==> src/sv/gne_ram.sv <==
// generic simple dual-port ram, one write and one registered read per cycle
// no dependencies
module gne_ram #(
  parameter int WIDTH = 8,
  parameter int DEPTH = 16
) (
  input  logic                     clk,
  input  logic                     we,
  input  logic [$clog2(DEPTH)-1:0] waddr,
  input  logic [WIDTH-1:0]         wdata,
  input  logic [$clog2(DEPTH)-1:0] raddr,
  output logic [WIDTH-1:0]         rdata
);

  logic [WIDTH-1:0] mem [DEPTH];

  always_ff @(posedge clk) begin
    if (we) begin
      mem[waddr] <= wdata;
    end
    rdata <= mem[raddr];
  end

endmodule

==> config.mk <==
export PLATFORM = sky130hd
export DESIGN_NAME = gne_ram
export DESIGN_NICKNAME = d
export VERILOG_FILES = /design/src/sv/gne_ram.sv
export SDC_FILE = /design/constraint.sdc
export NUM_CORES = 1
export LEC_CHECK = 0
export BUFFER_PORTS_ARGS = -buffer_cell sky130_fd_sc_hd__buf_2
export CORE_MARGIN = 4
export CORE_UTILIZATION = 54
export DETAILED_ROUTE_END_ITERATION = 6
export MAX_ROUTING_LAYER = met4
export PLACE_DENSITY_LB_ADDON = 0.1
export SLEW_MARGIN = 20
export SYNTH_ARGS = -nofsm -noshare
export SYNTH_HDL_FRONTEND = slang
export SYNTH_SLANG_ARGS = --single-unit
==> constraint.sdc <==
create_clock -name clk -period 1.8 [get_ports clk]
set_clock_uncertainty 0.1 [all_clocks]
set_input_delay 0.27 -clock clk [delete_from_list [all_inputs] [get_ports clk]]
set_output_delay 0.27 -clock clk [all_outputs]
set_load 0.02 [all_outputs]
# == Word level (Yosys, flattened, before mapping) ==
# Memory sizes are Yosys's and may differ from the RTL's. A register that Yosys moved wholly into a read port is not among the register bits.
# Index checks and enable logic that the tools add are counted.
# word_totals
wordCells,3
memories,1
ff_bits,0
in_bits,18
ramBits,128
# memory_table
memory,depth,word_bits,rd,rd_ports_with_merged_regs,write_ports,line_no,source
mem,16,8,1,1,1,15,logic [WIDTH-1:0] mem [DEPTH];
# classes
n_mux,2
# ops
cell,count
$mux 1,2

# == Longest topological paths before layout ==
# depth
ltp_word,2
ltp_mapped,5

# == Least setup slack after synthesis ==
# OpenSTA, ideal clock, no wires.
# synth_timing
path_type,in2reg
from,input port waddr[2]
to,"memory mem[0][0], enable pin"
n_path_buf,0
arrival_time_ps,1380
path_slack_ps,-63
path_stages,2
cell_sequence,or3b_2 > nor3_1
# synth_rtl
item,line_no,source
start: declaration,9,"input logic [$clog2(DEPTH)-1:0] waddr,"
end: declaration,15,
# No word-level cell before the write port.

==> impl_metrics.json <==
{
  "fillers": 611,
  "port_buffers": 25,
  "clk_pin_slew_ns": 0.06,
  "grt_pass1_vias": 2466,
  "total_leakage_power_nw": 2.11,
  "cts_sinks": 136,
  "maxCapViolCount": 0,
  "end_kind": "flop",
  "grt_pass1_wl_um": 14700,
  "critPathLaunchType": "flop",
  "fin_ws_ns": 0.355,
  "insertion_delay_ns": 0.51,
  "required_ns": 2.10,
  "crit_path_max_fanout": 1,
  "wl_per_cell_um": 22.5,
  "p_total_mw": 7.25,
  "met2_usage_pct": 27.1,
  "syn2layout_area_growth_pct": 19.7,
  "vias_per_cell": 5.66,
  "setup_tns_ns": 0,
  "placed_cell_area_um2": 5580,
  "dieArea_um2": 11200,
  "root_buffer": "clkbuf_8",
  "start_util_pct": 55.7,
  "status": "finished clean",
  "cts_buffer_depth": 2,
  "die_w_um": 106,
  "grt.total_usage_pct": 19.3,
  "synth_cells": 229,
  "antenna_found_initial": 0,
  "tightest_slew_ns": 0.796,
  "post-place-ws_ns": 0.0413,
  "syn_avg_cell_area_um2": 22.5,
  "netlist_area_um2": 5150,
  "grt_max_degree": 18,
  "fin_crit_sh_pct": 80.3,
  "antenna_left": 0,
  "placed_cells": 397,
  "cp_data_arrival_time_ns": 1.74,
  "fin_cells": 429,
  "setup_viol": 0,
  "use_met3_pct": 4.90,
  "die_h_um": 106,
  "yosysSeqAreaShare_pct": 77.8,
  "drv_slew": 0,
  "grt_setup_unrepaired": "no",
  "antenna_cells": 0,
  "cts_made_buffers": 17,
  "postCtsHoldBufs": 0,
  "ioPinCount": 26,
  "synth_cell_types": 19,
  "gr-total-overflow": 0,
  "hold_path.class": "in2reg",
  "routabilityCongestion": 0.814,
  "final_layout_size_suffix_gt1_share_pct": 32.3,
  "finalInstanceArea_um2": 6160,
  "worstSetupPathType": "reg2reg",
  "hpwl_um": 6060,
  "max_freq_mhz": 692,
  "route.detailed.drc": 0,
  "peakVddDrop_uv": 541,
  "routed_wl_um": 9670,
  "p_per_area_nw_per_um2": 1180,
  "yosysWarnings": 0,
  "cts_setup_buffers": 0,
  "htree_levels": 4,
  "final_util_pct": 66.7,
  "max_slew_margin_pct": 46.8,
  "r2r_slack_ns": 0.35,
  "row_count": 35,
  "period_needed_ns": 1.45,
  "fin_nets": 305,
  "coreArea_um2": 9240,
  "busiest_layer": "met1",
  "groute.layer.met1.usage_pct": 28.5,
  "worst_hold_slack_ns": 0.0379,
  "cts_resized": 0,
  "cts_tree": "built",
  "syn_nets": 247,
  "vias": 2428,
  "drt_iter0_drc": 167,
  "ys_seq_elements": 136,
  "first_pass_iters": 6,
  "finalHoldViolCount": 0
}
power by group:
part | internal (mW) | switching, mW | leakage, nW | total (mW)
Clock | 2.10 | 1.23 | 0.272 | 3.33
Combinational | 0.152 | 0.209 | 0.617 | 0.360
Sequential | 3.54 | 0.0166 | 1.22 | 3.56
Total | 5.80 | 1.45 | 2.11 | 7.25
critical path: stages (launching register included):
cell and delay [ns]:
edfxtp_1 0.36, mux4_1 0.51, a22oi_1 0.28, nand2_1 0.08
logic make-up after synthesis:
kind of cell | share of synthesized area [%]
flops | 77.8
mux | 15.0
compound gates | 2.33
buf+inv | 1.68
simple gates | 3.18
synthesized netlist by cell type:
master,n,area [um2]
nand3b_1,2,15.0
nor2_1,13,48.8
a22oi_1,16,120
mux4_2,18,405
buf_6,3,33.8
edfxtp_1,128,3840
clkdlybuf4s25_2,3,30.0
and2b_1,1,7.51
and2_1,1,6.26
nand3_1,1,5.00
or3b_2,1,8.76
buf_4,1,7.51
mux4_1,14,368
dfxtp_1,8,160
nor2b_1,1,6.26
nand2b_1,2,12.5
buf_2,3,15.0
nand2_1,9,33.8
nor3_1,4,20.0
final cells by class:
type                       count  area [um2]  area share [%]
clock buffer                  20         425            6.90
clock inverter                12         153            2.48
multi-input combinational     83        1060            17.2
sequential                   136        4000            65.0
tap                          129         161            2.62
timing repair buffer          49         355            5.77
flip-flops by register name (all words and copies together), names as in the netlist:
signal and cells:
mem 128, rdata 8
worst paths after layout:
kind              from         to  cells past startpoint
max          mem[2][2]   rdata[2]                      3
min           wdata[7]  mem[6][7]                      1
max reg2reg  mem[2][2]   rdata[2]                      3
min reg2reg  mem[8][2]   rdata[2]                      3
cells in the final DEF, fill, tap and decap left out, types with 4 or more instances in the layout:
cell and instances:
nor2_1 13, clkbuf_16 16, mux4_1 14, buf_4 20, nand2_1 9, dfxtp_1 8
buf_12 4, a22oi_1 16, edfxtp_1 128, buf_2 25, mux4_2 18
routing by layer:
metal	wire, um	up-vias
met2	4560	78
met1	4480	1249
met3	540	8
li1	-	1093
met5	0	-
met4	78	0
No activity file was read; power rests on OpenSTA's default activity.
