<file path="config.mk">
export PLATFORM = sky130hd
export DESIGN_NAME = gne_emit_flat
export DESIGN_NICKNAME = d
export VERILOG_FILES = /design/src/sv/gne_pkg.sv /design/src/sv/gne_if.sv /design/src/sv/gne_emit.sv /design/src/flat_wrapper.sv
export SDC_FILE = /design/constraint.sdc
export NUM_CORES = 1
export LEC_CHECK = 0
export ABC_CLOCK_PERIOD_IN_PS = 8600
export BUFFER_PORTS_ARGS = -buffer_cell sky130_fd_sc_hd__buf_4
export CAP_MARGIN = 20
export CORE_UTILIZATION = 55
export CTS_CLUSTER_SIZE = 40
export DETAILED_ROUTE_END_ITERATION = 8
export PLACE_DENSITY = 0.8
export SETUP_SLACK_MARGIN = 0.15
export SYNTH_ARGS = -nofsm -noshare
export SYNTH_HDL_FRONTEND = slang
export SYNTH_SLANG_ARGS = --single-unit
</file>
<file path="constraint.sdc">
create_clock -name clk -period 8.6 [get_ports clk]
set_clock_uncertainty 0.15 [all_clocks]
set_input_delay 0 -clock clk [delete_from_list [all_inputs] [get_ports clk]]
set_output_delay 0 -clock clk [all_outputs]
set_load 0.03 [all_outputs]
</file>
<file path="src/sv/gne_pkg.sv">
// shared types and constants for the grid neighbour expander
// no dependencies; imported by the interfaces and every module but gne_ram
package gne_pkg;

  // configuration register indexes
  localparam logic CFG_MAP_WIDTH  = 1'b0;
  localparam logic CFG_MAP_HEIGHT = 1'b1;
  localparam int   CFG_W          = 9;

  // item opcodes
  localparam logic OP_WRITE = 1'b0;
  localparam logic OP_QUERY = 1'b1;

  localparam int NBR_COUNT = 8;
  localparam int IDX_W     = 16;

  // row and column position of a neighbour inside the 3x3 window
  localparam logic [1:0] ROW_DN  = 2'd0;
  localparam logic [1:0] ROW_CTR = 2'd1;
  localparam logic [1:0] ROW_UP  = 2'd2;
  localparam logic [1:0] COL_L   = 2'd0;
  localparam logic [1:0] COL_M   = 2'd1;
  localparam logic [1:0] COL_R   = 2'd2;

  // visiting order: +y, +x, -y, -x, then (-x,+y), (+x,+y), (+x,-y), (-x,-y)
  localparam logic [1:0] NBR_ROW [NBR_COUNT] = '{
    ROW_UP, ROW_CTR, ROW_DN, ROW_CTR, ROW_UP, ROW_UP, ROW_DN, ROW_DN
  };
  localparam logic [1:0] NBR_COL [NBR_COUNT] = '{
    COL_M, COL_R, COL_M, COL_L, COL_L, COL_R, COL_R, COL_L
  };

  // context handed from the sequencer to the result stage
  typedef struct packed {
    logic [NBR_COUNT-1:0] mask;
    logic [7:0]           cx;
    logic [IDX_W-1:0]     base_dn;
    logic [IDX_W-1:0]     base_ctr;
    logic [IDX_W-1:0]     base_up;
  } qry_t;

endpackage

</file>
<file path="src/sv/gne_if.sv">


interface gne_rsp_if;
  import gne_pkg::*;
  logic             valid;
  logic             ready;
  logic             neighbour_valid;
  logic [IDX_W-1:0] neighbour_index;
  logic             is_diagonal;
  logic             last;

  modport source (output valid, neighbour_valid, neighbour_index, is_diagonal, last,
                  input ready);
  modport sink   (input valid, neighbour_valid, neighbour_index, is_diagonal, last,
                  output ready);
endinterface

</file>
<file path="src/sv/gne_emit.sv">
// result stage: walks a query's neighbour mask in visiting order and drives
// one beat per passable neighbour (one empty beat if none) from an output register
// depends on gne_pkg, gne_if
module gne_emit (
  input  logic          clk,
  input  logic          rst,
  input  logic          start,
  input  gne_pkg::qry_t ctx,
  output logic          busy,
  gne_rsp_if.source     rsp
);
  import gne_pkg::*;

  qry_t                 cur;
  logic [NBR_COUNT-1:0] rest;
  logic [2:0]           pick;
  logic                 load;
  logic [IDX_W-1:0]     base_sel;
  logic [IDX_W-1:0]     nx;
  logic                 out_valid;
  logic                 out_nv;
  logic [IDX_W-1:0]     out_idx;
  logic                 out_diag;
  logic                 out_last;

  // first remaining neighbour
  always_comb begin
    pick = 3'd0;
    for (int i = NBR_COUNT - 1; i >= 0; i--) begin
      if (cur.mask[i]) begin
        pick = 3'(i);
      end
    end
    rest = cur.mask & ~(NBR_COUNT'(1) << pick);
  end

  // flattened index of the picked neighbour
  always_comb begin
    case (NBR_ROW[pick])
      ROW_UP:  base_sel = cur.base_up;
      ROW_DN:  base_sel = cur.base_dn;
      default: base_sel = cur.base_ctr;
    endcase
    case (NBR_COL[pick])
      COL_L:   nx = IDX_W'(cur.cx) - IDX_W'(1);
      COL_R:   nx = IDX_W'(cur.cx) + IDX_W'(1);
      default: nx = IDX_W'(cur.cx);
    endcase
  end

  assign load = busy && (!out_valid || rsp.ready);

  always_ff @(posedge clk) begin
    if (rst) begin
      busy      <= 1'b0;
      out_valid <= 1'b0;
    end else begin
      // output register: refill on load, empty once the beat is taken
      if (load) begin
        out_valid <= 1'b1;
      end else if (rsp.ready) begin
        out_valid <= 1'b0;
      end
      if (start) begin
        busy <= 1'b1;
        cur  <= ctx;
      end else if (load) begin
        if (cur.mask == '0) begin
          // nothing passable: one empty closing beat
          out_nv   <= 1'b0;
          out_idx  <= '0;
          out_diag <= 1'b0;
          out_last <= 1'b1;
          busy     <= 1'b0;
        end else begin
          out_nv   <= 1'b1;
          out_idx  <= base_sel + nx;
          out_diag <= pick[2];
          out_last <= (rest == '0);
          cur.mask <= rest;
          if (rest == '0) begin
            busy <= 1'b0;
          end
        end
      end
    end
  end

  assign rsp.valid           = out_valid;
  assign rsp.neighbour_valid = out_nv;
  assign rsp.neighbour_index = out_idx;
  assign rsp.is_diagonal     = out_diag;
  assign rsp.last            = out_last;

endmodule

</file>
<file path="src/flat_wrapper.sv">
// flat-port wrapper written by rule: the top's interface ports become plain ports
module gne_emit_flat import gne_pkg::*;
  (clk, rst, start, ctx, busy, rsp_valid, rsp_neighbour_valid, rsp_neighbour_index, rsp_is_diagonal, rsp_last, rsp_ready);
  gne_rsp_if rsp_i ();
  input  logic clk;
  input  logic rst;
  input  logic start;
  input  gne_pkg::qry_t ctx;
  output logic busy;
  output wire logic [$bits(rsp_i.valid)-1:0] rsp_valid;
  output wire logic [$bits(rsp_i.neighbour_valid)-1:0] rsp_neighbour_valid;
  output wire logic [$bits(rsp_i.neighbour_index)-1:0] rsp_neighbour_index;
  output wire logic [$bits(rsp_i.is_diagonal)-1:0] rsp_is_diagonal;
  output wire logic [$bits(rsp_i.last)-1:0] rsp_last;
  input wire logic [$bits(rsp_i.ready)-1:0] rsp_ready;
  assign rsp_valid = rsp_i.valid;
  assign rsp_neighbour_valid = rsp_i.neighbour_valid;
  assign rsp_neighbour_index = rsp_i.neighbour_index;
  assign rsp_is_diagonal = rsp_i.is_diagonal;
  assign rsp_last = rsp_i.last;
  assign rsp_i.ready = rsp_ready;
  gne_emit u_core (.clk(clk), .rst(rst), .start(start), .ctx(ctx), .busy(busy), .rsp(rsp_i));
endmodule
</file>
# Word-level counts from Yosys, hierarchy flattened
# Memories as Yosys holds them, arrays and structs flattened.
# Cells that the tools add are included.
# totals
inputBits,68
reg_bits,85
mem_count,2
word_cells,64
mem_bits_ro,32
# mem_list
name,words,width,rd,rd_clocked_by_memory_dff,wr,line_no,text
(no name shown),8,2,1,0,0,gne_emit.sv:39,case (NBR_ROW[pick])
(no name shown),8,2,1,0,0,gne_emit.sv:44,case (NBR_COL[pick])
# classes
n_eq_ne,3
reduce_logical,14
n_shift,1
n_mux,24
magnitude_cmp,1
bitwise,5
add_sub_neg,3
# ops
op,n
case mux 16 bit (2 select lines),2
two-way mux 3 bit,8
two-way mux 8 bit,3
adder 16 bit,1
logical NOT 8 bit,2
adder 8 x 1 -> 9 bit (second input constant),1
subtractor 8 x 1 -> 9 bit (second input constant),1
bitwise AND 8 bit,1
two-way mux 2 bit,4
NOT 8 bit,1
<< shifter 1 x 3 -> 8 bit (first input constant),1
two-way mux 1 bit,7
AND reduction 3 bit,2
== test 2 bit (second input constant),2
greater-or-equal comparator 4 bit (second input constant),1
logical NOT 2 bit,2
NOT 3 -> 4 bit,1
AND reduction 2 bit,2
nonzero test 2 bit,2
nonzero test 3 bit,1
!= test 2 bit (second input constant),1
NOT 1 bit,2
logical AND 1 bit,1
logical NOT 1 bit,1
logical OR 1 bit,1

# Longest topological paths before layout
# depth
ltp_word,16
ltp_mapped,20

# Least setup slack after synthesis
# OpenSTA, ideal clock, no wires.
# synth_timing
kind,register to register
start,register u_core.cur[58] (netlist bit)
end,register u_core.out_idx[15] (netlist: u_core.rsp.neighbour_index[15]) (data pin)
path_buffers,2
setup_time_ns,0.148
period_less_slack_ns,4.261
t_arrival_ns,3.962
stages_incl_launch_ff,18
required_time_ns,8.302
path_slack_ns,4.339
path_cell_list,edfxtp_1 > nand2b_1 > a21o_1 > clkbuf_1 > o41ai_1 > ha_1 > a21oi_1 > buf_2 > nor4b_1 > o21ai_0 > xnor2_1 > ha_1 > a21o_1 > and4_1 > nor4_1 > a21oi_1 > or3_1 > mux2i_1
# synth_via
elab_chain_cells,10
elab_cells_between_ends,18
cone_classes,add/sub (1); eq/ne (2); mux (9); bitwise (1); reduce/logical (3); memory (2)
# synth_lines
item,line_no,text
start: declaration,gne_emit.sv:14,qry_t cur;
start signal: assignment,gne_emit.sv:66,cur <= ctx;
two-way mux 3 bit (3 in series),gne_emit.sv:30,if (cur.mask[i]) begin
NOT 3 -> 4 bit (not written as such),"gne_emit.sv:39, gne_emit.sv:44",
memory (8 x 2 bit) (on tied branches),-,
two-way mux 2 bit (on tied branches) (2 in series),"gne_emit.sv:39, gne_emit.sv:44",
== test 2 bit (tied with other cells),gne_emit.sv:39,
case mux 16 bit (2 select lines) (on tied branches),"gne_emit.sv:39, gne_emit.sv:44",
adder 16 bit,gne_emit.sv:77,out_idx <= base_sel + nx;
end signal: assignment,gne_emit.sv:77,
end: declaration,gne_emit.sv:22,logic [IDX_W-1:0] out_idx;
# Parallel ways exist; a longest one is shown, timed or not. The select of a mux whose other input is x is not followed.
# A chain may end at the register's enable or synchronous reset.

# Worst setup path in the final report
# Ends and elaborated chain as after synthesis.

==> metrics.cfg <==
[die]
dieWidth_um = 91.41
start_util_pct = 56.90
placementRows = 32
io_pins = 89
die_area_um2 = 8356
coreArea_um2 = 7727
die_h_um = 91.41

[sta]
fmax_ghz = 0.1824
layout_min_cycle_time_ns = 5.481
finalSetupViolCount = 0
rsz0062_at_grt = no
finalCritPeriodShare_pct = 63.73
slew_headroom_pct = 25.48
finalSetupTns_ns = 0
final-hold-violation-count = 0
worst_slack_ns = 3.119
worstMarginPinSlew_ns = 1.118
drv_slew = 0
hold-worst-slack_ns = 0.03079

[final_layout]
antenna_cells = 0
final_cell_area_um2 = 6160
nNetsFinal = 634
area_growth_pct = 40.10
drive_gt1_share_pct = 20.40

[route]
drt-vias-per-instance = 5.484
drtAntennaViolNets = 0
drt_iter0_markers = 208
dr.pass1.iters = 4
via_count = 3570
drc = 0
routed_wl_mm = 10.72
wire_per_inst_um = 16.47

[clocking]
cts_tree = built
root_buffer = clkbuf_8
clk_path_buf_depth = 2
cts_sinks = 85
cts_made_buffers = 9
clk_latency_ns = 0.36
path_clk_slew_ns = 0.10
cts_max_level = 3

[placed_design]
postPlaceCellArea_um2 = 5164
port_buffers = 88
routabilityCongestion = 0.9331
dpl.hpwl_mm = 6.473
place_ws_ns = 3.266

[global_route]
grtUsageTotal_pct = 27.50
grt_remaining_overflow = 0
grt_start_max_net_pins = 57
grt_pass1_vias = 3592
grt_first_pass_wirelength_mm = 17.43
antenna_found_initial = 0

[critical_path]
path_max_fanout = 32
reg2reg_from = u_core.cur[58]$_DFFE_PP_
critical_path.startpoint = u_core.cur[58]$_DFFE_PP_
start_kind = register
crit_chain = nand2b_1 -> a21o_1 -> o41ai_1 -> ha_1 -> a21oi_1 -> nor4b_1 -> o21ai_0 -> xnor2_1 -> ha_1 -> a21o_1 -> and4_1 -> nor4_1 -> a21oi_1 -> or3_1 -> mux2i_1
crit_type = register to register
critPathSlowestCell = a21o_1
worstSetupEndpointType = register
cp_data_required_time_ns = 8.66
cp_data_arrival_time_ns = 5.54
cp_slowest_stage_delay_ns = 0.74

[yosys]
syn-num-nets = 463
synth_edf_count = 83
ys_ff_latch = 85
synth.area.top_cells = edfxtp_1, ha_1, mux2i_1
postSynth.asyncResetShare_pct = 0
syn_area_um2 = 4397
ys.flop_type = edfxtp_1
avgSynthCellArea_um2 = 11.79
yosysTopAreaCellShare_pct = 56.69
synth_largest_area_cell = edfxtp_1
ys_warn_count = 0
synth_seq_area_share_pct = 57.60
synthDistinctLibCells = 52
syn_inst = 373

[run_status]
status = finished, final reports clean

[power]
vdd_drop_max_uv = 150.2
power.density_nw_per_um2 = 173.9
p_leak_uw = 0.002530

[hold_path]
min_from = start
hold_class = primary input to register

[run]
maxCapViolCount = 0

==> where the power goes <==
| part | internal, uW | leakage, uW | switching [uW] | total, uW |
|---|---|---|---|---|
| clock | 135 | 0.0000937 | 148 | 283 |
| sequential | 493 | 0.000787 | 15.7 | 509 |
| combinational | 132 | 0.00165 | 148 | 280 |
| total | 760 | 0.00253 | 311 | 1070 |
==> layout by cell type, fill, tap and decap left out, types with 5 or more instances in the layout <==
cell type,instances
buf_4,90
o21ai_0,17
xnor2_1,7
a21oi_1,30
dlygate4sd3_1,80
nor3_1,10
inv_1,13
nand2_1,28
nand2b_1,11
ha_1,21
xor2_1,6
o21a_1,5
edfxtp_1,83
clkbuf_8,9
a211oi_1,5
nand4_1,6
mux2i_1,20
a21o_1,8
nor2_1,38
==> final timing paths <==
path,to,slack (ns),depth (start not counted)
max,u_core.rsp.neighbour_index[15]$_SDFFCE_PN0P_,3.12,15
min,u_core.cur[56]$_DFFE_PP_,0.03,2
max reg2reg,u_core.rsp.neighbour_index[15]$_SDFFCE_PN0P_,3.12,15
min reg2reg,u_core.rsp.valid$_SDFFE_PP0P_,0.38,2
==> critical path, delay by kind of cell, from the launching register on <==
kind | cells | cell delay [ns]
AOI/OAI and AO/OA | 6 | 2.15
and+or+nand+nor | 5 | 1.46
adders and majority gates | 2 | 0.74
DFF | 1 | 0.50
xor gates and xnor gates | 1 | 0.17
muxes | 1 | 0.14
==> cell type report <==
class	instances	area, um2
flip-flops and latches	85	2532
multi-input cells	265	1779
fillers	424	1568
repair buffers	170	1476
well taps	102	127.6
clock buffers	9	123.9
clock inverters	7	71.32
inverters	13	48.80
==> logic make-up after synthesis <==
logic type | after synthesis | synth area share, %
xor gates and xnor gates | 13 | 2.590
AOI/OAI and AO/OA | 85 | 12.04
and+or+nand+nor | 124 | 14.43
adders and majority gates | 22 | 6.431
buffers and inverters | 23 | 2.106
muxes | 21 | 4.809
DFF | 85 | 57.60
==> metal layers <==
metal  GRT usage [%]  vias up  wire [um]
li1                -     1743          -
met1           34.88     1657       4585
met2           46.43      148       5241
met3           6.030       22        638
met4           9.656        0        258
met5               0        -          0
==> metrics by stage <==
stage / power (uW) / instances / util [%]
2_1_floorplan: 684.5 / 373 / -
3_3_place_gp: 750.8 / 555 / 66.82
3_5_place_dp: 757.7 / 555 / 66.82
4_1_cts: 1062 / 651 / 79.71
5_1_grt: 1122 / 651 / 79.71
6_report: 1071 / 651 / 79.71
==> what timing repair did <==
item / 4_1_cts / 5_1_grt
endpoints found under the hold margin: 66 / 0
resized for setup: 0 / 0
buffers inserted: 0 / 0
setup endpoints to repair: 0 / 0
hold buffers: 80 / 0
==> synth_stat cells (all sizes together) (3+ instances only) <==
cell type  number
a31oi           4
nand2b         11
o21a            5
or4             4
a21oi          30
ha             21
nand2          28
mux2i          20
and3            3
inv            13
nor4            3
o41ai           3
edfxtp         83
nand4           6
nor3           10
buf             3
o21ai          19
nor2b           4
clkbuf          7
nor2           40
nand3           3
xor2            6
xnor2           7
a21o            8
a211oi          5
==> state kept, by name, indices dropped and copies added, names as in the netlist <==
signal                      count
u_core.rsp.valid                1
u_core.rsp.neighbour_index     16
u_core.busy                     1
u_core.cur                     64
u_core.rsp.neighbour_valid      1
u_core.rsp.is_diagonal          1
u_core.rsp.last                 1
Power figures use the tool's default switching activity.
