File: src/sv/gne_pkg.sv
// shared types and constants for the grid neighbour expander
// no dependencies; imported by the interfaces and every module but gne_ram
package gne_pkg;

  // configuration register indexes
  localparam logic CFG_MAP_WIDTH  = 1'b0;
  localparam logic CFG_MAP_HEIGHT = 1'b1;
  localparam int   CFG_W          = 9;

  // item opcodes
  localparam logic OP_WRITE = 1'b0;
  localparam logic OP_QUERY = 1'b1;

  localparam int NBR_COUNT = 8;
  localparam int IDX_W     = 16;

  // row and column position of a neighbour inside the 3x3 window
  localparam logic [1:0] ROW_DN  = 2'd0;
  localparam logic [1:0] ROW_CTR = 2'd1;
  localparam logic [1:0] ROW_UP  = 2'd2;
  localparam logic [1:0] COL_L   = 2'd0;
  localparam logic [1:0] COL_M   = 2'd1;
  localparam logic [1:0] COL_R   = 2'd2;

  // visiting order: +y, +x, -y, -x, then (-x,+y), (+x,+y), (+x,-y), (-x,-y)
  localparam logic [1:0] NBR_ROW [NBR_COUNT] = '{
    ROW_UP, ROW_CTR, ROW_DN, ROW_CTR, ROW_UP, ROW_UP, ROW_DN, ROW_DN
  };
  localparam logic [1:0] NBR_COL [NBR_COUNT] = '{
    COL_M, COL_R, COL_M, COL_L, COL_L, COL_R, COL_R, COL_L
  };

  // context handed from the sequencer to the result stage
  typedef struct packed {
    logic [NBR_COUNT-1:0] mask;
    logic [7:0]           cx;
    logic [IDX_W-1:0]     base_dn;
    logic [IDX_W-1:0]     base_ctr;
    logic [IDX_W-1:0]     base_up;
  } qry_t;

endpackage

File: src/sv/gne_cfg.sv
// map size registers with clamping to the storage range
// depends on gne_pkg
module gne_cfg #(
  parameter int MAX_DIM = 256,
  localparam int DIM_W = ($clog2(MAX_DIM + 1) > 9) ? $clog2(MAX_DIM + 1) : 9
) (
  input  logic                      clk,
  input  logic                      rst,
  input  logic                      cfg_wr_en,
  input  logic                      cfg_index,
  input  logic [gne_pkg::CFG_W-1:0] cfg_data,
  output logic [DIM_W-1:0]          dim_w,
  output logic [DIM_W-1:0]          dim_h
);
  import gne_pkg::*;

  logic [CFG_W-1:0] map_width;
  logic [CFG_W-1:0] map_height;

  // register writes
  always_ff @(posedge clk) begin
    if (rst) begin
      map_width  <= CFG_W'(256);
      map_height <= CFG_W'(256);
    end else if (cfg_wr_en) begin
      case (cfg_index)
        CFG_MAP_WIDTH:  map_width  <= cfg_data;
        CFG_MAP_HEIGHT: map_height <= cfg_data;
        default: ;
      endcase
    end
  end

  function automatic logic [DIM_W-1:0] clamp_dim(input logic [CFG_W-1:0] v);
    logic [DIM_W-1:0] ve;
    ve = DIM_W'(v);
    if (v == '0) return DIM_W'(1);
    if (ve > DIM_W'(MAX_DIM)) return DIM_W'(MAX_DIM);
    return ve;
  endfunction

  // zero reads as one, oversize reads as the storage limit
  assign dim_w = clamp_dim(map_width);
  assign dim_h = clamp_dim(map_height);

endmodule

File: config.mk
export PLATFORM = sky130hd
export DESIGN_NAME = gne_cfg
export DESIGN_NICKNAME = d
export VERILOG_FILES = /design/src/sv/gne_pkg.sv /design/src/sv/gne_cfg.sv
export SDC_FILE = /design/constraint.sdc
export NUM_CORES = 1
export LEC_CHECK = 0
export ABC_AREA = 1
export ABC_CLOCK_PERIOD_IN_PS = 2300
export BUFFER_PORTS_ARGS = -buffer_cell sky130_fd_sc_hd__buf_2
export CAP_MARGIN = 10
export CORE_MARGIN = 8
export CORE_UTILIZATION = 45
export CTS_CLUSTER_DIAMETER = 150
export DETAILED_ROUTE_END_ITERATION = 12
export GPL_TIMING_DRIVEN = 0
export PLACE_DENSITY = 0.72
export SYNTH_ARGS = -nofsm -noshare
export SYNTH_HDL_FRONTEND = slang
export SYNTH_SLANG_ARGS = --single-unit
File: constraint.sdc
create_clock -name clk -period 2.3 [get_ports clk]
set_input_delay 0.69 -clock clk [delete_from_list [all_inputs] [get_ports clk]]
set_output_delay 0.69 -clock clk [all_outputs]
set_load 0.01 [all_outputs]
# == After elaboration in Yosys (flattened, before gate mapping) ==
# Index checks and enable logic that the tools add are counted.
# word_totals
regBits,18
input_bits,13
out_inout_bits,18
wordCells,23
# classes
order_cmp,2
mux,14
bitwise,1
reduce_logical,4
# ops
cell,n
2-to-1 mux 9 bit,8
> comparator 9 bit (second input constant),2
zero test 9 bit,2
2-to-1 mux 1 bit,6
AND reduction 2 bit,2
NOT 1 bit,1

# == Logic depth before layout (Yosys ltp) ==
# Gate-level depths: netlist (run 1).
# logic_depth
depth_word,5
mapped_depth,6
mapped_depth_nobuf,5

# == Worst setup path after synthesis (run 1) ==
# Ideal clock, no wire load.
# synth_timing
path_kind,register to output
startpoint,register map_height[6]
endpoint,output dim_h[1]
arrival_time_ns,0.872
required_ns,1.610
setup_slack_ns,0.738
path_stages_with_launch,6
n_path_buf,0
path_cell_list,dfxtp_1 nor2_1 nand2_1 o21ai_2 inv_1 nor2_1
# synth_via
elab_chain_cells,5
word_cells_on_any_way,8
classes_between,order compare: 1; mux: 6; reduce/logical: 1
# synth_lines
item,line_no,text
from (decl),gne_cfg.sv:18,logic [CFG_W-1:0] map_height;
from (signal assigned),gne_cfg.sv:28,CFG_MAP_HEIGHT: map_height <= cfg_data;
> comparator 9 bit,gne_cfg.sv:38,if (ve > DIM_W'(MAX_DIM)) return DIM_W'(MAX_DIM);
2-to-1 mux 1 bit (2 in a row),gne_cfg.sv:38,
2-to-1 mux 9 bit,gne_cfg.sv:39,return ve;
2-to-1 mux 9 bit *,gne_cfg.sv:38,
to (decl),gne_cfg.sv:13,output logic [DIM_W-1:0] dim_h
# Mark *: on every way between the ends. The rest lies on a longest branch, timed or not. The select of a mux whose other input is x is not followed.

# == Worst setup path in the final report (run 1) ==
# layout_timing
startpoint,register map_height[6]
endpoint,output dim_h[7]
# Same word-level chain as after synthesis.

==> run summary, run 1 <==
Worst slew slack as a fraction of its limit: 0.859. Starting density of the core: 0.482. The startpoint of the most critical hold path was map_width[2]$_SDFFE_PP0P_. Measured along the x axis, the die boundary spans 59 microns. After floorplanning, the core was divided into 15 placement rows. The clock passes through at most 2 buffers.

The post-DP HPWL is 1550 microns, and the power density of the placed cells is 634 nW/um^2. The cell count after synthesis was 119. Sorting the synthesized cells by area gives the leading types as sky130_fd_sc_hd__dfxtp_1, sky130_fd_sc_hd__nor2_1, sky130_fd_sc_hd__inv_1. The reg-to-reg startpoint is map_width[8]$_SDFFE_PP1P_. In the final layout, the multi-input gates occupy 358 sq um. The worst setup path is of the reg2out kind. The run gives 724 as the via count of the first global-routing pass. The number of hold-repair buffers added at the cts stage was 0. The share of the clock period used by the worst path works out to 0.880.

The residual overflow from global routing came out at 0. TritonCTS built the clock tree. The die area came out at 3480 sq um.

A synthesized cell averages 6.99 sq um. Routability-driven placement finished with a final weighted congestion of 0.708. For the worst-skew pair, the clock arrives at the later sink with an insertion delay of 0.28 ns. The layout overhead on the synthesized area came out at 26.2%. Setup repair after global routing left no endpoint under its margin. Based on the critical path, the design can be clocked at up to 0.494 GHz. The tools report the count of boundary I/O pins as 31. The total of buffers placed on input and output ports works out to 30. The total count of max-transition violations in the final report was 0; the data required time at the worst endpoint was 1.61 ns.

The shortest period the worst path allows is 2.02 ns. Setup violations remaining at the end of the flow were counted as 0. Counting every net in the synthesized netlist gives 132. The core region is 1730 sq um. Dividing the detail-routed via count by the number of cells gives 4.50. The logs give 0.0434 for the met3 track demand over resource and 178 for the non-filler instance count after layout.

For this design the static power due to leakage is 0.522 nW. In the post-route analysis, the smallest setup slack over all paths is 0.275 ns. After filler insertion, the fill cell instance count of the layout stands at 186.

The average wire per standard cell is 10.6 microns. The critical path ends at dim_h[7]. The final standard cell utilization of the core is 0.608, and the antenna diode count is 0. For the net count of the finished layout, the log shows 167. The clock-pin slew on the worst setup and hold paths was 0.10 ns; the post-detailed-routing wire length was 1890 microns. The logs give 1.50 ns for the register-to-register setup slack and 0.477 ns for the worst hold slack across all endpoints. During synthesis, Yosys emitted a total of 0 warnings.

The peak-usage layer in the global routing report was met2. Of all nets on the critical path, the largest fanout is 7. The violation count after the first detailed-routing iteration was 22. The clock buffer count from CTS is 3. The path class of the lowest-slack min-delay path is reg2reg.

The tools report the count of TritonRoute iterations in the first routing pass as 4. The run finished with clean final reports. For the global routing met1 resource utilization, the log shows 0.125. The CTS H-tree depth is 1, and the CTS sink count is 18. sky130_fd_sc_hd__dfxtp_1 takes more of the synthesized area than any other cell. The number of antenna violations at the first check in global routing is 0, and the fraction of post-synthesis cell area in the top cell type by area is 0.433. The depth of the worst register-to-register path is 2.

Buffers added to address setup during post-CTS repair amount to 0. The footprint of the flip-flops and latches came out at 360 sq um. The first-pass GRT wire length was 2980 microns. The logs give 0 for the hold violation total from the final report and 0.433 for the sequential fraction of the synthesis area.

After synthesis the cells add up to 832 sq um. The worst register-to-register path ends at map_width[8]$_SDFFE_PP1P_. STA classifies the critical path endpoint as a primary output. The routed layout has 801 vias. The die is 59 microns tall. Before CTS, the worst setup slack after placement is 0.583 ns. Placed instance count: 174. The count of nets left with antenna violations once routing finished came out at 0.

The quantity of gates resized following cts was 0. For the aggregate global-route resource usage, the log shows 0.108. The number of maximum-capacitance violations was 0; the residual DRC count was 0.

The measured slew at the worst slew-check pin works out to 0.209 ns. The tools report the critical path launch point as map_height[6]$_SDFFE_PP0P_. The largest voltage drop on the vdd net is 357 uV, and the fraction of final layout cells sized beyond drive strength 1 is 0.307.

Synthesis instantiated 17 different standard cells from the library. The clock skew came out at 0 ns. The cell sitting at the root of the clock tree is a sky130_fd_sc_hd__clkbuf_4. The setup TNS is 0 ns, and the arrival time at the worst endpoint is 1.33 ns.

STA classifies the critical path startpoint as a flip-flop. The synthesized flop and latch total was 18; the maximum number of pins on one net before global-route repair was 11. The run gives 0.174 as the routing usage on met2.
stage by stage:
| stage | total power [mW] | cell area, sq um |
|---|---|---|
| 2_1_floorplan | 0.436 | 832 |
| 3_3_place_gp | 0.478 | 1010 |
| 3_5_place_dp | 0.482 | 1010 |
| 4_1_cts | 0.668 | 1050 |
| 5_1_grt | 0.700 | 1050 |
| 6_report | 0.665 | 1050 |
critical path: stages, from the launching register on:
cell and delay, ns:
sky130_fd_sc_hd__dfxtp_1 0.33, sky130_fd_sc_hd__nor2_1 0.09, sky130_fd_sc_hd__nand2_1 0.09, sky130_fd_sc_hd__o21ai_2 0.16
sky130_fd_sc_hd__inv_1 0.13, sky130_fd_sc_hd__nor2_1 0.10, sky130_fd_sc_hd__buf_2 0.14
cells in the final DEF, fill, tap and decap left out:
cell and instances:
sky130_fd_sc_hd__nor2_1 28, sky130_fd_sc_hd__nand3_1 1, sky130_fd_sc_hd__buf_2 30, sky130_fd_sc_hd__a21oi_2 2
sky130_fd_sc_hd__nand2_1 11, sky130_fd_sc_hd__clkbuf_4 3, sky130_fd_sc_hd__clkbuf_1 2, sky130_fd_sc_hd__o21ai_2 3
sky130_fd_sc_hd__buf_6 2, sky130_fd_sc_hd__o21ai_1 1, sky130_fd_sc_hd__inv_1 18, sky130_fd_sc_hd__inv_2 3
sky130_fd_sc_hd__nor2_4 1, sky130_fd_sc_hd__nand2_2 1, sky130_fd_sc_hd__clkbuf_2 1, sky130_fd_sc_hd__a21oi_1 12
sky130_fd_sc_hd__o21ai_0 13, sky130_fd_sc_hd__dfxtp_1 18, sky130_fd_sc_hd__clkbuf_8 1, sky130_fd_sc_hd__o211ai_1 2
per-layer routing:
| layer | routed length, microns | up-vias |
|---|---|---|
| met5 | 0 | - |
| met4 | 10 | 0 |
| met3 | 148 | 2 |
| met2 | 811 | 28 |
| met1 | 919 | 332 |
| li1 | - | 439 |
worst min-delay path by stage:
stage / endpoint / slack [ns] / depth (start not counted)
floorplan: map_height[7]$_SDFFE_PP0P_ / 0.44 / 2
global placement: map_width[2]$_SDFFE_PP0P_ / 0.46 / 2
detailed placement: map_height[3]$_SDFFE_PP0P_ / 0.46 / 2
CTS: map_height[3]$_SDFFE_PP0P_ / 0.48 / 2
global route: map_height[3]$_SDFFE_PP0P_ / 0.49 / 2
finish: map_width[2]$_SDFFE_PP0P_ / 0.48 / 2
logic make-up after synthesis:
| family | share of synthesized area |
|---|---|
| simple gates | 0.203 |
| compound gates | 0.227 |
| buf+inv | 0.137 |
| flops | 0.433 |
Yosys cell counts:
master                     count
sky130_fd_sc_hd__a21oi_1      12
sky130_fd_sc_hd__a21oi_2       2
sky130_fd_sc_hd__buf_6         2
sky130_fd_sc_hd__clkbuf_1      2
sky130_fd_sc_hd__clkbuf_2      1
sky130_fd_sc_hd__dfxtp_1      18
sky130_fd_sc_hd__inv_1        18
sky130_fd_sc_hd__inv_2         3
sky130_fd_sc_hd__nand2_1      11
sky130_fd_sc_hd__nand2_2       1
sky130_fd_sc_hd__nand3_1       1
sky130_fd_sc_hd__nor2_1       28
sky130_fd_sc_hd__nor2_4        1
sky130_fd_sc_hd__o211ai_1      2
sky130_fd_sc_hd__o21ai_0      13
sky130_fd_sc_hd__o21ai_1       1
sky130_fd_sc_hd__o21ai_2       3
sequential cells by signal, summed over array words and instances (netlist names):
| signal | count |
|---|---|
| map_height | 9 |
| map_width | 9 |
power by group:
group	switching (mW)	internal [mW]	leakage, nW	total (mW)
logic	0.0791	0.0507	0.353	0.130
registers	0.0112	0.333	0.149	0.344
clock network	0.0951	0.0963	0.0210	0.191
total	0.185	0.480	0.522	0.665
cell type report:
cell class / count / area share
multi-input cells: 75 / 0.341
inverters: 21 / 0.0751
clock buffers: 4 / 0.0346
plain buffers: 5 / 0.0334
repair buffers: 30 / 0.143
flip-flops and latches: 18 / 0.343
well taps: 25 / 0.0298
(Power assumes the default switching activity.)
==> inputs of run 2 (changes only) <==
CAP_MARGIN = unset   (was 10)
CORE_UTILIZATION = 50   (was 45)
PLACE_DENSITY = 0.79   (was 0.72)
==> run summary, run 2 (same netlist as run 1, synthesis figures left out) <==
The flow ran to the end, and the final reports show no timing, DRC or antenna violations. Data on the critical path arrives at its endpoint at 1.35 ns. The standard cell core area is 1540 sq um.

In this run the most critical hold path is launched from map_height[2]$_SDFFE_PP0P_. The number of gates resized after CTS was 0. VDD sags by at most 521 uV.

The fraction of final layout cells sized beyond drive strength 1 was 0.307; the count of final setup violators was 0. The count of boundary I/O pins is 31. Max-cap violations in this run came to 0. Clock-pin slew on the worst setup and hold paths: 0.10 ns. The residual DRC count is 0, and the overall die width is 56.8 microns. At the worst endpoint, the required time is 1.61 ns.

The run gives 1 as the CTS H-tree depth. The path class of the lowest-slack min-delay path is reg2reg. Critical path launch point: map_height[6]$_SDFFE_PP0P_. The signal on the critical path passes through nor2_1, nand2_1, o21ai_2, inv_1, nor2_1, buf_2.

The via count of the first global-routing pass is 806. The worst setup path is captured at a primary output. The slowest stage of the critical path is the sky130_fd_sc_hd__dfxtp_1 cell. Row generation in the floorplan step produced 14 rows.

For this run, the slowest stage of the critical path takes 0.32 ns. The number of antenna violations at the first check in global routing was 0; the total via count in the routed design was 812. The final standard cell utilization of the core came out at 0.674. After the last flow step, the layout net total stands at 167. The number of antenna diodes in the final layout is 0.

TritonCTS built the clock tree. For this block, the initial DRC count from the detailed router was 17. After detailed routing, the average wire length per cell comes to 10.7 microns. The layout overhead on the synthesized area is 24.8%. The die area was 3230 sq um; the routability congestion estimate from global placement was 0.742. The hold violation total from the final report came out at 0.

The tools report the first-pass GRT wire length as 3320 microns. The clock drives 18 sinks. Subtracting the final worst setup slack from the clock period gives 2.04 ns.

The worst setup path is of the reg2out kind. The first detailed-routing pass took 4 iterations. In the final timing run, aggregate negative setup slack is 0 ns.

The insertion delay of the later-clocked pin in the worst-skew pair is 0.29 ns. The residual overflow from global routing is 0, and the share of the clock period used by the worst path is 0.885. Summed over all layers, the routed wires come to 1810 microns. Setup repair after global routing left no endpoint under its margin.

Along the worst path, the maximum fanout reaches 7. The top cell types in the final layout, fill and taps aside, are sky130_fd_sc_hd__buf_2, sky130_fd_sc_hd__nor2_1, sky130_fd_sc_hd__inv_1, sky130_fd_sc_hd__dfxtp_1, sky130_fd_sc_hd__o21ai_0. The count of nets left with antenna violations once routing finished came out at 0.

The starting density of the core was 0.540; the maximum count of clock buffers along a single path was 2. After clock tree synthesis, the setup repair step added 0 buffers. Entering global routing, the biggest net connects 11 pins. The power density of the placed cells works out to 643 nW/um^2. In this run the tool buffered the top-level ports with 30 buffer cells.

For the register-to-register setup slack, the log shows 1.50 ns. The library cell used most frequently in the layout, excluding fill and tap cells, is sky130_fd_sc_hd__buf_2. For the worst slew slack as a fraction of its limit, the log shows 0.867.

Summed over all cells, the static leakage comes to 0.522 nW. The aggregate global-route resource usage was 0.120; the measured slew at the worst slew-check pin was 0.198 ns. The tools report the highest attainable clock frequency as 0.491 GHz.

TritonCTS created 3 clock buffers. The floorplan step set the die height to 56.8 microns. The post-DP HPWL is 1490 microns. The average vias per placed instance came out at 4.80.

Clock skew on the completed layout was measured at 0 ns. The library cell appearing most often on the critical path was sky130_fd_sc_hd__nor2_1. The critical path startpoint category is a flip-flop.

For the number of hold-repair buffers added at the cts stage, the log shows 0. In the final layout, the registers with the most flip-flops are map_height: 9 flops, map_width: 9 flops. The total count of max-transition violations in the final report came out at 0.

The buffer type at the clock tree root was sky130_fd_sc_hd__clkbuf_4. The worst register-to-register path begins at map_width[8]$_SDFFE_PP1P_.
## run 2: final timing paths
check / end / depth (start not counted)
worst max-delay path: dim_h[1] / 6
worst min-delay path: map_height[2]$_SDFFE_PP0P_ / 2
worst max register to register: map_width[8]$_SDFFE_PP1P_ / 2
worst min register to register: map_height[2]$_SDFFE_PP0P_ / 2
## run 2: layout make-up
type,instances,area (sq um)
repair buffers,30,150
fillers,142,503
clock buffers,4,36.3
flip-flops and latches,18,360
plain buffers,5,35.0
well taps,16,20.0
inverters,21,78.8
multi-input cells,75,358
## run 2: stage by stage
step | total power, mW | setup WS [ns] | instances | hold slack, ns | instance area (sq um)
2_1_floorplan | 0.436 | 0.738 | 119 | 0.444 | 832
3_3_place_gp | 0.477 | 0.614 | 165 | 0.456 | 1000
3_5_place_dp | 0.481 | 0.579 | 165 | 0.463 | 1000
4_1_cts | 0.675 | 0.238 | 169 | 0.479 | 1040
5_1_grt | 0.715 | 0.0670 | 169 | 0.514 | 1040
6_report | 0.668 | 0.264 | 169 | 0.475 | 1040
## run 2: metal layers
| metal | wire (microns) | GRT usage | vias up | share of wire |
|---|---|---|---|---|
| met5 | 0 | 0 | - | 0 |
| met4 | 25 | 0.0503 | 0 | 0.014 |
| met3 | 122 | 0.0449 | 2 | 0.067 |
| met2 | 840 | 0.191 | 23 | 0.46 |
| met1 | 827 | 0.139 | 350 | 0.46 |
| li1 | - | - | 437 | - |
## run 2: worst max-delay path, delay by kind of cell, from the launching register on
family / cells / cell delay, ns
and+or+nand+nor: 3 / 0.31
DFF: 1 / 0.32
AOI/OAI and AO/OA: 1 / 0.16
buffers and inverters: 2 / 0.25
## run 2: power by group
part	internal [mW]	total [mW]	switching [mW]
combinational	0.0507	0.129	0.0780
clock	0.0966	0.196	0.0992
sequential	0.333	0.344	0.0111
total	0.480	0.668	0.188
==> inputs of run 3 (changes only) <==
CORE_UTILIZATION = 53   (was 50)
CTS_BUF_LIST = sky130_fd_sc_hd__clkbuf_2   (was unset)
PLACE_DENSITY = 0.83   (was 0.79)
==> run summary, run 3 (same netlist as run 1, synthesis figures left out) <==
The flow ran to the end, and the final reports show no timing, DRC or antenna violations. After clock tree synthesis, the repair step resized 0 gates. The arrival time at the worst endpoint is 1.37 ns, and the share of total power consumed by net switching is 0.309.

The initialized floorplan defines 14 standard-cell rows. For the power share of the sequential group, the log shows 0.565. The first-pass GRT wire length is 3310 microns, and the average vias per placed instance is 4.91. After layout, the minimum clock period comes to 2.06 ns.

After floorplanning, the core was sized to cover 1490 sq um. The largest driver fanout on the critical path is 7. The residual overflow from global routing is 0, and the die height is 55.6 microns.

In the layout the commonest cells are sky130_fd_sc_hd__buf_2, sky130_fd_sc_hd__nor2_1, sky130_fd_sc_hd__inv_1, sky130_fd_sc_hd__dfxtp_1, sky130_fd_sc_hd__o21ai_0. Across all setup checks in the final design, the least slack found is 0.241 ns. The critical path startpoint category was a flip-flop.

The count of final setup violators came out at 0. The CTS H-tree depth came out at 1. Cell internal power was estimated by the tool at 0.422 mW. From left edge to right edge, the die measures 55.6 microns. Derived from the worst setup path, the maximum achievable clock frequency is 0.486 GHz. For this block, the initial DRC count from the detailed router was 20. The critical path in this run is classified as reg2out. The power density of the placed cells was 598 nW/um^2.

The most common cell after layout, fill and taps aside was sky130_fd_sc_hd__buf_2. The clock-pin slew on the worst setup and hold paths is 0.16 ns, and the data required time at the worst endpoint is 1.61 ns. The logs give 0 for the number of setup buffers added after CTS and 0.686 for the final standard cell utilization of the core.

For the clock network fraction of design power, the log shows 0.223. In this run the clock root is driven by a sky130_fd_sc_hd__clkbuf_2. The tools report the starting density of the core as 0.559.

Total count of max-transition violations in the final report: 0. Summed over all failing endpoints, the final setup total negative slack is 0 ns. The fraction of final layout cells sized beyond drive strength 1 came out at 0.301. In this run, post-CTS hold repair placed 0 buffers. Measured slew at the worst slew-check pin: 0.216 ns. In this run the power spent charging and discharging nets is 0.189 mW.

For the die area, the log shows 3090 sq um. Number of antenna violations at the first check in global routing: 0. Count of boundary I/O pins: 31. OpenSTA, run right after detailed placement, puts the worst setup slack at 0.585 ns. For the worst slew slack as a fraction of its limit, the log shows 0.855. For the post-DP HPWL, the log shows 1520 microns. The final route contains 829 vias. The combinational share of power was 0.212; the post-detailed-routing wire length was 1870 microns. Dividing the detail-routed wire length by the instance count gives 11.1 microns.

The run gives 820 as the via count of the first global-routing pass. The run gives 3 as the clock buffer count from CTS. The maximum number of pins on one net before global-route repair is 11, and the maximum count of clock buffers along a single path is 2. The share of the clock period used by the worst path came out at 0.895.

In this run the worst setup path begins at map_height[6]$_SDFFE_PP0P_. The routability congestion estimate from global placement is 0.745. The count of TritonRoute iterations in the first routing pass was 4; the clock skew was 0 ns. The tools report the kind of end point of the critical path as a primary output.

Setup repair after global routing left no endpoint under its margin. The startpoint identified for the worst register-to-register timing path is map_width[8]$_SDFFE_PP1P_. The worst hold path begins at map_height[5]$_SDFFE_PP0P_. The number of maximum-capacitance violations was 0; the antenna diode count was 0.

The logs give 167 for the net count of the finished layout and 0.610 mW for the total power. The CTS sink count is 18. TritonCTS built the clock tree.

The leakage power of the design was 0.516 nW. The worst-case IR drop observed on VDD is 362 uV. Buffers placed on the I/O ports in this run total 30. The hold violation total from the final report is 0, and the layout overhead on the synthesized area is 22.7%. The logs give 0 for the residual DRC count and 0.30 ns for the insertion delay of the later-clocked pin in the worst-skew pair. In this run the worst hold path is classified as reg2reg. In the final layout, the registers with the most flip-flops are map_height: 9 flops, map_width: 9 flops. Once detail routing completed, the nets flagged for antenna violations numbered 0. The aggregate global-route resource usage came out at 0.122.
## run 3: cell count changes in the layout (fill, tap and decap cells not counted)
cell | previous run | this run
sky130_fd_sc_hd__clkbuf_2 | 1 | 4
sky130_fd_sc_hd__clkbuf_8 | 1 | 0
sky130_fd_sc_hd__clkinv_1 | 0 | 1
sky130_fd_sc_hd__clkbuf_4 | 3 | 0
## run 3: layer usage
| layer | routed length, microns | vias up | track usage | share of wire |
|---|---|---|---|---|
| met2 | 865 | 27 | 0.196 | 0.46 |
| met4 | 27 | 0 | 0.0423 | 0.014 |
| met1 | 828 | 358 | 0.146 | 0.44 |
| li1 | - | 439 | - | - |
| met3 | 148 | 5 | 0.0411 | 0.079 |
| met5 | 0 | - | 0 | 0 |
## run 3: through the flow
stage                     hold WS, ns  cell area (sq um)  instances
final                           0.486               1020        169
after global routing            0.503               1020        169
after global placement          0.457               1000        165
after floorplan                 0.444                832        119
after CTS                       0.488               1020        169
after detailed placement        0.465               1000        165
## run 3: power by group through the flow
stage	logic (mW)	registers (mW)	clock network (mW)
after floorplan	0.0872	0.349	0
after global placement	0.126	0.350	0
after detailed placement	0.130	0.351	0
after CTS	0.131	0.345	0.137
after global routing	0.150	0.348	0.149
final	0.130	0.345	0.136
## run 3: path summary, 6_finish.rpt
check,to,slack (ns),depth (start not counted)
min reg2reg,map_height[5]$_SDFFE_PP0P_,0.49,2
max reg2reg,map_width[8]$_SDFFE_PP1P_,1.49,2
min,map_height[5]$_SDFFE_PP0P_,0.49,2
max,dim_h[7],0.24,6
## run 3: layout make-up
class / instances / area (sq um)
buffer: 5 / 35.0
clock buffer: 3 / 15.0
clock inverter: 1 / 3.75
fill: 122 / 468
inverter: 21 / 78.8
multi-input combinational: 75 / 358
sequential: 18 / 360
tap: 16 / 20.0
timing repair buffer: 30 / 150
## run 3: worst max-delay path, stage by stage, from the launching register on
cell	delay, ns
sky130_fd_sc_hd__dfxtp_1	0.35
sky130_fd_sc_hd__nor2_1	0.10
sky130_fd_sc_hd__nand2_1	0.10
sky130_fd_sc_hd__o21ai_2	0.16
sky130_fd_sc_hd__inv_1	0.12
sky130_fd_sc_hd__nor2_1	0.10
sky130_fd_sc_hd__buf_2	0.14
